--- config.mk ---
export PLATFORM = sky130hd
export DESIGN_NAME = ipv4_cidr_text_validator_unit_flat
export DESIGN_NICKNAME = d
export VERILOG_FILES = /design/src/design/icv_pkg.sv /design/src/design/icv_in_if.sv /design/src/design/icv_out_if.sv /design/src/design/ipv4_cidr_text_validator_unit.sv /design/src/design/icv_front.sv /design/src/design/icv_queue.sv /design/src/design/icv_back.sv /design/src/flat_wrapper.sv
export SDC_FILE = /design/constraint.sdc
export NUM_CORES = 1
export LEC_CHECK = 0
export ABC_AREA = 1
export BUFFER_PORTS_ARGS = -buffer_cell sky130_fd_sc_hd__buf_2
export CAP_MARGIN = 25
export CORE_ASPECT_RATIO = 1.4
export CORE_UTILIZATION = 35
export DETAILED_ROUTE_END_ITERATION = 16
export MAX_ROUTING_LAYER = met4
export SLEW_MARGIN = 20
export SYNTH_ARGS = -nofsm -noshare
export SYNTH_HDL_FRONTEND = slang
export SYNTH_SLANG_ARGS = --single-unit
--- constraint.sdc ---
create_clock -name clk_i -period 3.7 [get_ports clk_i]
set_input_delay 0.185 -clock clk_i [delete_from_list [all_inputs] [get_ports clk_i]]
set_output_delay 0.185 -clock clk_i [all_outputs]
set_load 0.02 [all_outputs]
--- src/design/icv_pkg.sv ---
// Shared types and constants for the IPv4 address and prefix text checker.
package icv_pkg;

  // ASCII codes and limits of the text rules
  localparam logic [7:0] ChZero       = 8'h30;
  localparam logic [7:0] ChDot        = 8'h2E;
  localparam logic [7:0] DigitSpan    = 8'd10;
  localparam logic [9:0] OctetMax     = 10'd255;
  localparam logic [6:0] PrefixMax    = 7'd32;
  localparam logic [1:0] OctetDigits  = 2'd3;
  localparam logic [1:0] PrefixDigits = 2'd2;
  localparam logic [1:0] DotsNeeded   = 2'd3;

  // Queue between front and back
  localparam int QueueDepth = 2;
  localparam int QueuePtrW  = 1;
  localparam int QueueCntW  = 2;

  // Byte class
  typedef enum logic [1:0] {
    ClsDigit,
    ClsDot,
    ClsOther
  } cls_e;

  // Classified byte carried from front to back
  typedef struct packed {
    logic       is_prefix;
    logic       rec_end;
    cls_e       cls;
    logic [3:0] digit;
  } item_t;

endpackage

--- src/design/icv_in_if.sv ---
// Input channel: one text byte with its part tag and end marker.
interface icv_in_if;
  logic       valid;
  logic       ready;
  logic [7:0] char_code;
  logic       action;
  logic       record_end;

  modport source (output valid, output char_code, output action, output record_end,
                  input ready);
  modport sink (input valid, input char_code, input action, input record_end,
                output ready);
endinterface

--- src/design/icv_out_if.sv ---
// Output channel: one validity bit per record.
interface icv_out_if;
  logic valid;
  logic ready;
  logic record_valid;

  modport source (output valid, output record_valid, input ready);
  modport sink (input valid, input record_valid, output ready);
endinterface

--- src/design/ipv4_cidr_text_validator_unit.sv ---
// Top level of the IPv4 address and prefix length text checker.
//
// Usage: text arrives one byte per transfer on in_i (valid/ready). Each byte
// carries action (0 = address text, 1 = prefix text) and record_end, which
// marks the last byte of a record. Address and prefix bytes may interleave.
// For every byte with record_end set, one result leaves on out_o carrying
// record_valid: 1 when the address is four dotted octets of 1 to 3 digits,
// no leading zero and at most 255, and the prefix is 1 to 2 digits at most 32.
// Throughput: one byte per cycle while the queue has room; the per-byte check
// is a single update of the back end's registers.
// Path: a result passes through the queue entry, then the output register,
// before it is valid on out_o.
// Reset: all check state, the queue and the output valid flag clear; in_i is
// ready as soon as reset is released.
// Stall: while out_o is stalled, address and prefix bytes keep flowing; an
// end byte waits in the two-entry queue, and in_i drops ready when it fills.
module ipv4_cidr_text_validator_unit (
  input logic       clk_i,
  input logic       rst_ni,
  icv_in_if.sink    in_i,
  icv_out_if.source out_o
);
  import icv_pkg::*;

  logic  push_valid, push_ready;
  item_t push_item;
  logic  pop_valid, pop_ready;
  item_t pop_item;

  icv_front u_front (
    .in_i         (in_i),
    .push_valid_o (push_valid),
    .push_item_o  (push_item),
    .push_ready_i (push_ready)
  );

  icv_queue u_queue (
    .clk_i        (clk_i),
    .rst_ni       (rst_ni),
    .push_valid_i (push_valid),
    .push_item_i  (push_item),
    .push_ready_o (push_ready),
    .pop_valid_o  (pop_valid),
    .pop_item_o   (pop_item),
    .pop_ready_i  (pop_ready)
  );

  icv_back u_back (
    .clk_i        (clk_i),
    .rst_ni       (rst_ni),
    .item_valid_i (pop_valid),
    .item_i       (pop_item),
    .item_ready_o (pop_ready),
    .out_o        (out_o)
  );

endmodule

--- src/design/icv_front.sv ---
// Front end: accept text bytes and classify them as digit, dot or other.
module icv_front (
  icv_in_if.sink         in_i,
  output logic           push_valid_o,
  output icv_pkg::item_t push_item_o,
  input  logic           push_ready_i
);
  import icv_pkg::*;

  logic [7:0] offset;
  logic       is_digit;

  // Decode the byte against the digit range and the dot
  assign offset   = in_i.char_code - ChZero;
  assign is_digit = (in_i.char_code >= ChZero) && (offset < DigitSpan);

  always_comb begin
    push_item_o.is_prefix = in_i.action;
    push_item_o.rec_end   = in_i.record_end;
    push_item_o.digit     = offset[3:0];
    if (is_digit) begin
      push_item_o.cls = ClsDigit;
    end else if (in_i.char_code == ChDot) begin
      push_item_o.cls = ClsDot;
    end else begin
      push_item_o.cls = ClsOther;
    end
  end

  // Pass the handshake through to the queue
  assign push_valid_o = in_i.valid;
  assign in_i.ready   = push_ready_i;

endmodule

--- src/design/icv_queue.sv ---
// Short queue of classified bytes between front and back.
module icv_queue (
  input  logic           clk_i,
  input  logic           rst_ni,
  input  logic           push_valid_i,
  input  icv_pkg::item_t push_item_i,
  output logic           push_ready_o,
  output logic           pop_valid_o,
  output icv_pkg::item_t pop_item_o,
  input  logic           pop_ready_i
);
  import icv_pkg::*;

  item_t                mem_q [QueueDepth];
  logic [QueuePtrW-1:0] wr_ptr_q, wr_ptr_d;
  logic [QueuePtrW-1:0] rd_ptr_q, rd_ptr_d;
  logic [QueueCntW-1:0] count_q, count_d;
  logic                 push, pop;

  assign push_ready_o = (count_q != QueueCntW'(QueueDepth));
  assign pop_valid_o  = (count_q != '0);
  assign pop_item_o   = mem_q[rd_ptr_q];
  assign push         = push_valid_i && push_ready_o;
  assign pop          = pop_valid_o && pop_ready_i;

  // Advance pointers and occupancy
  always_comb begin
    wr_ptr_d = push ? wr_ptr_q + 1'b1 : wr_ptr_q;
    rd_ptr_d = pop ? rd_ptr_q + 1'b1 : rd_ptr_q;
    count_d  = count_q;
    if (push && !pop) begin
      count_d = count_q + 1'b1;
    end else if (pop && !push) begin
      count_d = count_q - 1'b1;
    end
  end

  always_ff @(posedge clk_i or negedge rst_ni) begin
    if (!rst_ni) begin
      wr_ptr_q <= '0;
      rd_ptr_q <= '0;
      count_q  <= '0;
    end else begin
      wr_ptr_q <= wr_ptr_d;
      rd_ptr_q <= rd_ptr_d;
      count_q  <= count_d;
    end
  end

  // Store the entry on push
  always_ff @(posedge clk_i) begin
    if (push) begin
      mem_q[wr_ptr_q] <= push_item_i;
    end
  end

  // Occupancy follows the transfers on each side
  assert property (@(posedge clk_i) disable iff (!rst_ni)
    (push && !pop) |=> (count_q == $past(count_q) + 1'b1))
    else $error("queue count did not grow on push");
  assert property (@(posedge clk_i) disable iff (!rst_ni)
    (pop && !push) |=> (count_q == $past(count_q) - 1'b1))
    else $error("queue count did not shrink on pop");

endmodule

--- src/design/icv_back.sv ---
// Back end: update the address and prefix checks and register the verdict.
module icv_back (
  input  logic           clk_i,
  input  logic           rst_ni,
  input  logic           item_valid_i,
  input  icv_pkg::item_t item_i,
  output logic           item_ready_o,
  icv_out_if.source      out_o
);
  import icv_pkg::*;

  logic [1:0] dots_q, dots_d;
  logic [1:0] odc_q, odc_d;
  logic [9:0] oval_q, oval_d;
  logic       olz_q, olz_d;
  logic       abad_q, abad_d;
  logic [1:0] pdc_q, pdc_d;
  logic [6:0] pval_q, pval_d;
  logic       pbad_q, pbad_d;
  logic       out_valid_q, out_valid_d;
  logic       out_rv_q, out_rv_d;
  logic       out_free, take, verdict;

  // Hold end bytes while the output register is occupied and out_o is not ready
  assign out_free     = !out_valid_q || out_o.ready;
  assign item_ready_o = !item_i.rec_end || out_free;
  assign take         = item_valid_i && item_ready_o;

  // Per-byte state update
  always_comb begin
    logic [9:0] oval_new;
    logic [6:0] pval_new;
    oval_new = {oval_q[6:0], 3'b000} + {oval_q[8:0], 1'b0} + 10'(item_i.digit);
    pval_new = {pval_q[3:0], 3'b000} + {pval_q[5:0], 1'b0} + 7'(item_i.digit);
    dots_d = dots_q;
    odc_d  = odc_q;
    oval_d = oval_q;
    olz_d  = olz_q;
    abad_d = abad_q;
    pdc_d  = pdc_q;
    pval_d = pval_q;
    pbad_d = pbad_q;
    if (take) begin
      if (item_i.is_prefix) begin
        case (item_i.cls)
          ClsDigit: begin
            if (pdc_q >= PrefixDigits) begin
              pbad_d = 1'b1;
            end else begin
              pval_d = pval_new;
              pdc_d  = pdc_q + 1'b1;
            end
          end
          default: pbad_d = 1'b1;
        endcase
      end else begin
        case (item_i.cls)
          ClsDigit: begin
            if (odc_q >= OctetDigits) begin
              abad_d = 1'b1;
            end else begin
              if (odc_q == '0) begin
                olz_d = (item_i.digit == '0);
              end else if (olz_q) begin
                abad_d = 1'b1;
              end
              oval_d = oval_new;
              odc_d  = odc_q + 1'b1;
              if (oval_new > OctetMax) begin
                abad_d = 1'b1;
              end
            end
          end
          ClsDot: begin
            if (odc_q == '0) begin
              abad_d = 1'b1;
            end
            if (dots_q >= DotsNeeded) begin
              abad_d = 1'b1;
            end else begin
              dots_d = dots_q + 1'b1;
            end
            odc_d  = '0;
            oval_d = '0;
            olz_d  = 1'b0;
          end
          default: abad_d = 1'b1;
        endcase
      end
    end
  end

  // Judge the record from the updated state
  assign verdict = !abad_d && (dots_d == DotsNeeded) && (odc_d != '0) &&
                   !pbad_d && (pdc_d != '0) && (pval_d <= PrefixMax);

  // Load or drain the output register
  always_comb begin
    out_valid_d = out_valid_q;
    out_rv_d    = out_rv_q;
    if (out_o.ready) begin
      out_valid_d = 1'b0;
    end
    if (take && item_i.rec_end) begin
      out_valid_d = 1'b1;
      out_rv_d    = verdict;
    end
  end

  always_ff @(posedge clk_i or negedge rst_ni) begin
    if (!rst_ni) begin
      dots_q      <= '0;
      odc_q       <= '0;
      oval_q      <= '0;
      olz_q       <= 1'b0;
      abad_q      <= 1'b0;
      pdc_q       <= '0;
      pval_q      <= '0;
      pbad_q      <= 1'b0;
      out_valid_q <= 1'b0;
    end else if (take && item_i.rec_end) begin
      dots_q      <= '0;
      odc_q       <= '0;
      oval_q      <= '0;
      olz_q       <= 1'b0;
      abad_q      <= 1'b0;
      pdc_q       <= '0;
      pval_q      <= '0;
      pbad_q      <= 1'b0;
      out_valid_q <= out_valid_d;
    end else begin
      dots_q      <= dots_d;
      odc_q       <= odc_d;
      oval_q      <= oval_d;
      olz_q       <= olz_d;
      abad_q      <= abad_d;
      pdc_q       <= pdc_d;
      pval_q      <= pval_d;
      pbad_q      <= pbad_d;
      out_valid_q <= out_valid_d;
    end
  end

  always_ff @(posedge clk_i) begin
    out_rv_q <= out_rv_d;
  end

  assign out_o.valid        = out_valid_q;
  assign out_o.record_valid = out_rv_q;

  // Record state clears after an end byte
  assert property (@(posedge clk_i) disable iff (!rst_ni)
    (take && item_i.rec_end) |=> (dots_q == '0 && odc_q == '0 && pdc_q == '0 &&
                                  !abad_q && !pbad_q && oval_q == '0 && pval_q == '0))
    else $error("record state not cleared after end byte");
  // A new result appears only after an end byte transfer
  assert property (@(posedge clk_i) disable iff (!rst_ni)
    $rose(out_valid_q) |-> $past(take && item_i.rec_end))
    else $error("result raised without end byte");
  // Counters stay within their limits
  assert property (@(posedge clk_i) disable iff (!rst_ni)
    (odc_q <= OctetDigits) && (pdc_q <= PrefixDigits) && (dots_q <= DotsNeeded))
    else $error("digit or dot counter out of range");

endmodule
--- src/flat_wrapper.sv ---
// flat-port wrapper written by rule: the top's interface ports become plain ports
module ipv4_cidr_text_validator_unit_flat import icv_pkg::*;
  (clk_i, rst_ni, in_i_valid, in_i_char_code, in_i_action, in_i_record_end, in_i_ready, out_o_valid, out_o_record_valid, out_o_ready);
  icv_in_if in_i_i ();
  icv_out_if out_o_i ();
  input logic clk_i;
  input logic rst_ni;
  input wire logic [$bits(in_i_i.valid)-1:0] in_i_valid;
  input wire logic [$bits(in_i_i.char_code)-1:0] in_i_char_code;
  input wire logic [$bits(in_i_i.action)-1:0] in_i_action;
  input wire logic [$bits(in_i_i.record_end)-1:0] in_i_record_end;
  output wire logic [$bits(in_i_i.ready)-1:0] in_i_ready;
  output wire logic [$bits(out_o_i.valid)-1:0] out_o_valid;
  output wire logic [$bits(out_o_i.record_valid)-1:0] out_o_record_valid;
  input wire logic [$bits(out_o_i.ready)-1:0] out_o_ready;
  assign in_i_i.valid = in_i_valid;
  assign in_i_i.char_code = in_i_char_code;
  assign in_i_i.action = in_i_action;
  assign in_i_i.record_end = in_i_record_end;
  assign in_i_ready = in_i_i.ready;
  assign out_o_valid = out_o_i.valid;
  assign out_o_record_valid = out_o_i.record_valid;
  assign out_o_i.ready = out_o_ready;
  ipv4_cidr_text_validator_unit u_core (.clk_i(clk_i), .rst_ni(rst_ni), .in_i(in_i_i), .out_o(out_o_i));
endmodule
==> impl_metrics.env, run 1 <==
export IMPL_yosys_area_top_type="dfrtp_1"
export IMPL_vias_per_cell=4.71
export IMPL_grt_pass1_wl_mm=10.4
export IMPL_postLayoutCellArea_mm2=0.00340
export IMPL_wl_met1_mm=2.43
export IMPL_cts_setup_buffers=0
export IMPL_final_net_count=420
export IMPL_r2r_end="u_core.u_back.out_o.record_valid"
export IMPL_reg2regPathDepth=15
export IMPL_yosys_warnings=0
export IMPL_hold_viol=0
export IMPL_die_h_um=112
export IMPL_dr_wl_met2_mm=3.31
export IMPL_nFillCells=850
export IMPL_post_drt_wl_per_cell_um=12.3
export IMPL_coreArea_mm2=0.00830
export IMPL_grt_overflow=0
export IMPL_port_buffers=16
export IMPL_startpoint_type="flip-flop"
export IMPL_cts_buffers=5
export IMPL_dpl_worst_slack_ns=0.741
export IMPL_route_detailed_drc=0
export IMPL_post_synth_top_area_fraction_pct=24.8
export IMPL_drtPass1Iterations=4
export IMPL_seq_area_mm2=0.00126
export IMPL_grt_pass1_vias=2280
export IMPL_cp_end_kind="flip-flop"
export IMPL_syn_inst=355
export IMPL_design_die_area_mm2=0.00905
export IMPL_gp_congestion=0.891
export IMPL_place_area_mm2=0.00322
export IMPL_drt_iter0_drc=83
export IMPL_finalSetupViolCount=0
export IMPL_netlist_area_mm2=0.00303
export IMPL_dp_hpwl_mm=4.66
export IMPL_die_x_um=80.7
export IMPL_hp_start="in_i_record_end"
export IMPL_hp_class="in2reg"
export IMPL_vdd_drop_max_mv=0.328
export IMPL_drv_slew=0
export IMPL_clockBufferDepth=2
export IMPL_slew_limit_headroom_pct=51.5
export IMPL_routed_wirelength_mm=5.91
export IMPL_synthArstFlopShare_pct=63.8
export IMPL_min_period_over_period_pct=79.4
export IMPL_holdPathStages=1
export IMPL_top_layer="met4"
export IMPL_cp_max_fo=8
export IMPL_cts_sinks=47
export IMPL_worstMarginPinSlew_ns=0.727
export IMPL_worstSetupPathType="reg2reg"
export IMPL_synthDistinctLibCells=39
export IMPL_ff2ff_setup_slack_ns=0.76
export IMPL_r2r_start="u_core.u_queue.rd_ptr_q"
export IMPL_start_util_pct=36.6
export IMPL_synth_nets=398
export IMPL_cap_violations=0
export IMPL_crit_arrival_ns=3.09
export IMPL_clock_root_buffer="clkbuf_16"
export IMPL_setup_tns_final_ns=0
export IMPL_ys_ff_latch=47
export IMPL_critPathRequiredTime_ns=3.85
export IMPL_synth_edff_count=17
export IMPL_fin_ws_ns=0.762
export IMPL_cts_clk_slew_worst_paths_ns=0.07
export IMPL_p_leak_nw=1.72
export IMPL_status="finished, final reports clean"
export IMPL_final_antenna_net_count=0
export IMPL_h_tree_depth=2
export IMPL_num_vias=2262
export IMPL_synth_seq_area_share_pct=41.6
export IMPL_num_rows=39
export IMPL_synth_area_per_cell_um2=8.54
export IMPL_grt_start_max_net_pins=31
export IMPL_synth_top_cells_by_count="nand2_1 (83), inv_1 (52), nor2_1 (43)"
export IMPL_fmaxAchievable_ghz=0.340
export IMPL_p_total_mw=2.80
export IMPL_p_per_area_mw_per_mm2=824
export IMPL_final_layout_size_suffix_gt1_share_pct=13.8
export IMPL_ys_flop_type="dfrtp_1"
export IMPL_fin_crit_ns=2.94
export IMPL_fin_util_pct=41.0
export IMPL_yosysMostFrequentCell="nand2_1"
export IMPL_cts_tree="done"
export IMPL_antenna_found_initial=0
export IMPL_antenna_cells=0
export IMPL_hold_end="u_core.u_queue.mem_q[0][6]"
export IMPL_clock_latency_ns=0.29
export IMPL_multi_input_area_mm2=0.00154
export IMPL_areaGrowthSynthToFinish_pct=12.0
export IMPL_rsz0062_at_grt="no"
export IMPL_track_usage_pct=15.4
export IMPL_synth_area_top_cells="dfrtp_1 (25%), edfxtp_1 (17%), ha_1 (10%)"
export IMPL_io_pins=17
export IMPL_wl_met3_um=93
export IMPL_clock_skew_ns=0.00733
[cell families (layout without fill, tap and decap cells)]
logic type / Yosys count / count (layout) / share of synthesized area [%]
AO/OA/AOI/OAI: 38 / 38 / 8.05
flip-flops: 47 / 47 / 41.6
XOR/XNOR: 11 / 11 / 3.18
buffers and inverters: 59 / 82 / 7.71
multiplexers: 1 / 1 / 0.330
AND/OR/NAND/NOR: 170 / 170 / 26.2
adder cells (fa/ha/maj): 29 / 29 / 13.0
[worst max path at each step]
| stage | start | endpoint | slack [ns] | cells after the start |
|---|---|---|---|---|
| floorplan | u_core.u_queue.rd_ptr_q | u_core.u_back.out_o.record_valid | 0.95 | 16 |
| global placement | u_core.u_queue.rd_ptr_q | u_core.u_back.out_o.record_valid | 0.78 | 15 |
| detailed placement | u_core.u_queue.rd_ptr_q | u_core.u_back.out_o.record_valid | 0.74 | 15 |
| CTS | u_core.u_queue.rd_ptr_q | u_core.u_back.out_o.record_valid | 0.72 | 15 |
| global route | u_core.u_queue.rd_ptr_q | u_core.u_back.out_o.record_valid | 0.49 | 17 |
| finish | u_core.u_queue.rd_ptr_q | u_core.u_back.out_o.record_valid | 0.76 | 15 |
[placed cells by master, fill, tap and decap left out, types with 2 or more instances in the layout]
cell type,n
nand2_1,83
inv_1,52
nor2_1,43
dfrtp_1,30
ha_1,25
edfxtp_1,17
nand3_1,16
buf_2,16
a21oi_1,11
o21ai_0,8
xor2_1,7
nand2_2,6
o21ai_1,6
nand2_4,5
o21bai_1,5
clkbuf_16,5
inv_2,4
xnor2_1,4
fa_1,4
nand4_1,3
or2_2,2
nand3_4,2
nor2_2,2
nor3_1,2
o21ai_2,2
[registers in the layout, summed over array words and instances, names as in the netlist, 2 cells and up]
name / flops
u_core.u_back.dots_q: 2
u_core.u_back.oval_q: 9
u_core.u_back.odc_q: 2
u_core.u_queue.count_q: 2
u_core.u_back.pdc_q: 2
u_core.u_back.pval_q: 7
u_core.u_queue.mem_q: 16
[worst max-delay path, stage by stage, from the launching register on]
cell     delay (ns)
dfrtp_1        0.39
inv_2          0.12
or2_2          0.12
o21a_1         0.17
inv_1          0.10
fa_1           0.53
fa_1           0.48
inv_1          0.09
nand4_1        0.13
nand4_1        0.10
nand2_1        0.08
nor2_1         0.16
nor2_1         0.07
nor2_1         0.13
nand2_1        0.06
nor2_1         0.08
[power by group]
group / switching [mW] / internal [mW]
Combinational: 0.960 / 0.533
Sequential: 0.0932 / 0.711
Clock: 0.189 / 0.315
Total: 1.24 / 1.56
[final cells by class]
| type | count | share of cell area [%] |
|---|---|---|
| Clock inverter | 3 | 1.14 |
| Clock buffer | 5 | 3.68 |
| Inverter | 56 | 6.19 |
| Tap cell | 102 | 3.76 |
| Multi-Input combinational cell | 249 | 45.3 |
| Sequential cell | 47 | 37.1 |
| Timing Repair Buffer | 18 | 2.87 |
[routing by layer]
| layer | vias to the layer above | track usage [%] |
|---|---|---|
| met4 | 0 | 3.93 |
| met5 | - | - |
| met2 | 18 | 28.4 |
| met1 | 1060 | 16.8 |
| li1 | 1178 | - |
| met3 | 6 | 2.44 |
[what timing repair did]
action | CTS | global route
hold buffers | 1 | 0
resized for setup | 0 | 0
endpoints found under the hold margin | 30 | 0
[stage by stage]
stage          instances  hold slack [ns]
3_3_place_gp         471            0.283
5_1_grt              480           0.0815
2_1_floorplan        355           -0.111
6_report             480           0.0886
4_1_cts              480           0.0851
3_5_place_dp         471            0.285
No activity file was read; power rests on OpenSTA's default activity.
==> run 2, diff against run 1 <==
- clock period: 3.7 -> 2.97 ns (I/O delays scaled with it)
==> run 2 against run 1 <==
Against the previous run:
- first-iteration DRC count rose by 2.4%
- critical path depth fell by 2
- non-clock buffer count rose by 2
- die area did not move
- clock skew fell by 0.0017 ns
- sequential cell count did not move
- sequential power rose by 24%
- via count barely moved
- fmax rose by 4.3%
- power rose by 28%
- register-to-register slack got worse by 0.61 ns
- clock power rose by 29%
- critical endpoint unchanged
- largest cell class unchanged
==> impl_metrics.env, run 2 (synthesis gave the netlist of run 1 again) <==
export IMPL_critPathRequiredTime_ns=3.01
export IMPL_h_tree_depth=2
export IMPL_die_h_um=112
export IMPL_largest_register="u_core.u_queue.mem_q"
export IMPL_layout_cells_most_common="nand2_1"
export IMPL_swShare_pct=44.5
export IMPL_route_detailed_drc=0
export IMPL_p_per_area_mw_per_mm2=1040
export IMPL_crit_end="u_core.u_back.out_o.record_valid"
export IMPL_p_leak_nw=1.74
export IMPL_comb_power_share_pct=54.0
export IMPL_num_rows=39
export IMPL_p_total_mw=3.57
export IMPL_worstSetupPathType="reg2reg"
export IMPL_drv_slew=0
export IMPL_status="finished, final reports clean"
export IMPL_num_vias=2261
export IMPL_hold_viol=0
export IMPL_fmaxAchievable_ghz=0.355
export IMPL_setup_tns_final_ns=0
export IMPL_cts_sinks=47
export IMPL_cts_clk_slew_worst_paths_ns=0.07
export IMPL_routed_wirelength_mm=5.97
export IMPL_cts_buffers=5
export IMPL_nFillCells=850
export IMPL_io_pins=17
export IMPL_grt_overflow=0
export IMPL_crit_arrival_ns=2.86
export IMPL_final_layout_size_suffix_gt1_share_pct=16.3
export IMPL_pwr_share_clk_pct=18.2
export IMPL_drtPass1Iterations=4
export IMPL_rsz0062_at_grt="no"
export IMPL_multi_input_area_mm2=0.00156
export IMPL_finalSetupViolCount=0
export IMPL_grt_pass1_vias=2364
export IMPL_startpoint_type="flip-flop"
export IMPL_antenna_found_initial=0
export IMPL_reg2regPathDepth=13
export IMPL_grt_pass1_wl_mm=10.5
export IMPL_clockBufferDepth=2
export IMPL_p_switching_mw=1.59
export IMPL_drt_iter0_drc=85
export IMPL_seqPwrFrac_pct=27.9
export IMPL_r2r_end="u_core.u_back.out_o.record_valid"
export IMPL_reg_top3="u_core.u_queue.mem_q x16, u_core.u_back.oval_q x9, u_core.u_back.pval_q x7"
export IMPL_cp_end_kind="flip-flop"
export IMPL_ff2ff_setup_slack_ns=0.15
export IMPL_vias_per_cell=4.69
export IMPL_seq_area_mm2=0.00126
export IMPL_power_internal_mw=1.99
export IMPL_cp_max_fo=2
export IMPL_final_antenna_net_count=0
export IMPL_antenna_cells=0
export IMPL_fin_crit_ns=2.82
export IMPL_coreArea_mm2=0.00830
export IMPL_grt_start_max_net_pins=31
export IMPL_track_usage_pct=15.3
export IMPL_clock_root_buffer="clkbuf_16"
export IMPL_areaGrowthSynthToFinish_pct=13.8
export IMPL_die_x_um=80.7
export IMPL_worstMarginPinSlew_ns=0.732
export IMPL_min_period_over_period_pct=94.8
export IMPL_port_buffers=16
export IMPL_gp_congestion=0.839
export IMPL_clock_latency_ns=0.28
export IMPL_hp_class="in2reg"
export IMPL_design_die_area_mm2=0.00905
export IMPL_clock_skew_ns=0.00562
export IMPL_whs_ns=0.0524
export IMPL_r2r_start="u_core.u_queue.rd_ptr_q"
export IMPL_cts_tree="done"
export IMPL_dp_hpwl_mm=4.61
export IMPL_largest_reg_flops=16
export IMPL_final_net_count=422
export IMPL_post_drt_wl_per_cell_um=12.4
export IMPL_vdd_drop_max_mv=0.440
export IMPL_slew_limit_headroom_pct=51.0
export IMPL_cap_violations=0
export IMPL_start_util_pct=36.6
export IMPL_crit_start="u_core.u_queue.rd_ptr_q"
export IMPL_most_common_layout_cells="nand2_1 (82), inv_1 (52), nor2_1 (42), dfrtp_1 (30), ha_1 (25)"
-- run 2: metal layers --
metal	track usage, %	vias to the layer above	part of all wire [%]
li1	-	1181	-
met1	16.3	1040	42
met3	2.20	9	1.7
met5	-	-	0
met4	4.29	0	1.5
met2	28.6	31	55
-- run 2: repair_timing --
action                                  in CTS  in global routing
endpoints found under the hold margin       30                  0
gates resized for setup                      0                  9
endpoints found under the setup margin       0                  1
buffers inserted                             0                  1
hold buffers                                 1                  0
-- run 2: layout make-up --
cell class / instances / share of cell area (%)
well taps: 102 / 3.70
inverters: 56 / 6.09
repair buffers: 20 / 3.37
multi-input cells: 249 / 45.3
flip-flops and latches: 47 / 36.5
clock inverters: 3 / 1.38
clock buffers: 5 / 3.62
-- run 2: how the worst min path moves through the flow --
stage	startpoint	end	slack (ns)	cells past startpoint
6_report	in_i_action	u_core.u_queue.mem_q[0][7]	0.05	1
5_1_grt	in_i_record_end	u_core.u_queue.mem_q[0][6]	0.05	1
4_1_cts	in_i_action	u_core.u_queue.mem_q[0][7]	0.05	1
3_5_place_dp	rst_ni	u_core.u_back.pval_q[5]	0.26	1
3_3_place_gp	rst_ni	u_core.u_back.pval_q[5]	0.25	1
2_1_floorplan	rst_ni	u_core.u_back.abad_q	-0.15	0
-- run 2: metrics by stage --
stage	utilization (%)	std cells	cell area [um2]	setup slack, ns
final	41.6	482	3450	0.154
after detailed placement	39.0	472	3230	0.0864
after floorplan	-	355	3030	0.221
after global placement	39.0	472	3230	0.138
after global routing	41.6	482	3450	0.00907
after CTS	41.2	481	3410	0.0529
-- run 2: power groups by stage --
| stage | logic (mW) | registers [mW] | clock network [mW] |
|---|---|---|---|
| after detailed placement | 1.90 | 1.01 | 0 |
| final | 1.93 | 0.996 | 0.649 |
| after global routing | 2.18 | 1.02 | 0.689 |
| after floorplan | 1.50 | 0.996 | 0 |
| after CTS | 1.91 | 0.996 | 0.662 |
| after global placement | 1.86 | 1.01 | 0 |
-- run 2: critical path, cell delays in order, from the launching register on --
cell,delay (ns)
dfrtp_1,0.37
inv_2,0.04
or2_2,0.27
o21a_4,0.13
fa_1,0.56
inv_1,0.07
fa_2,0.41
xor2_1,0.16
nor3_1,0.26
nor2_2,0.06
nand2_1,0.06
nor2_1,0.05
nor2_1,0.08
nor2_1,0.05
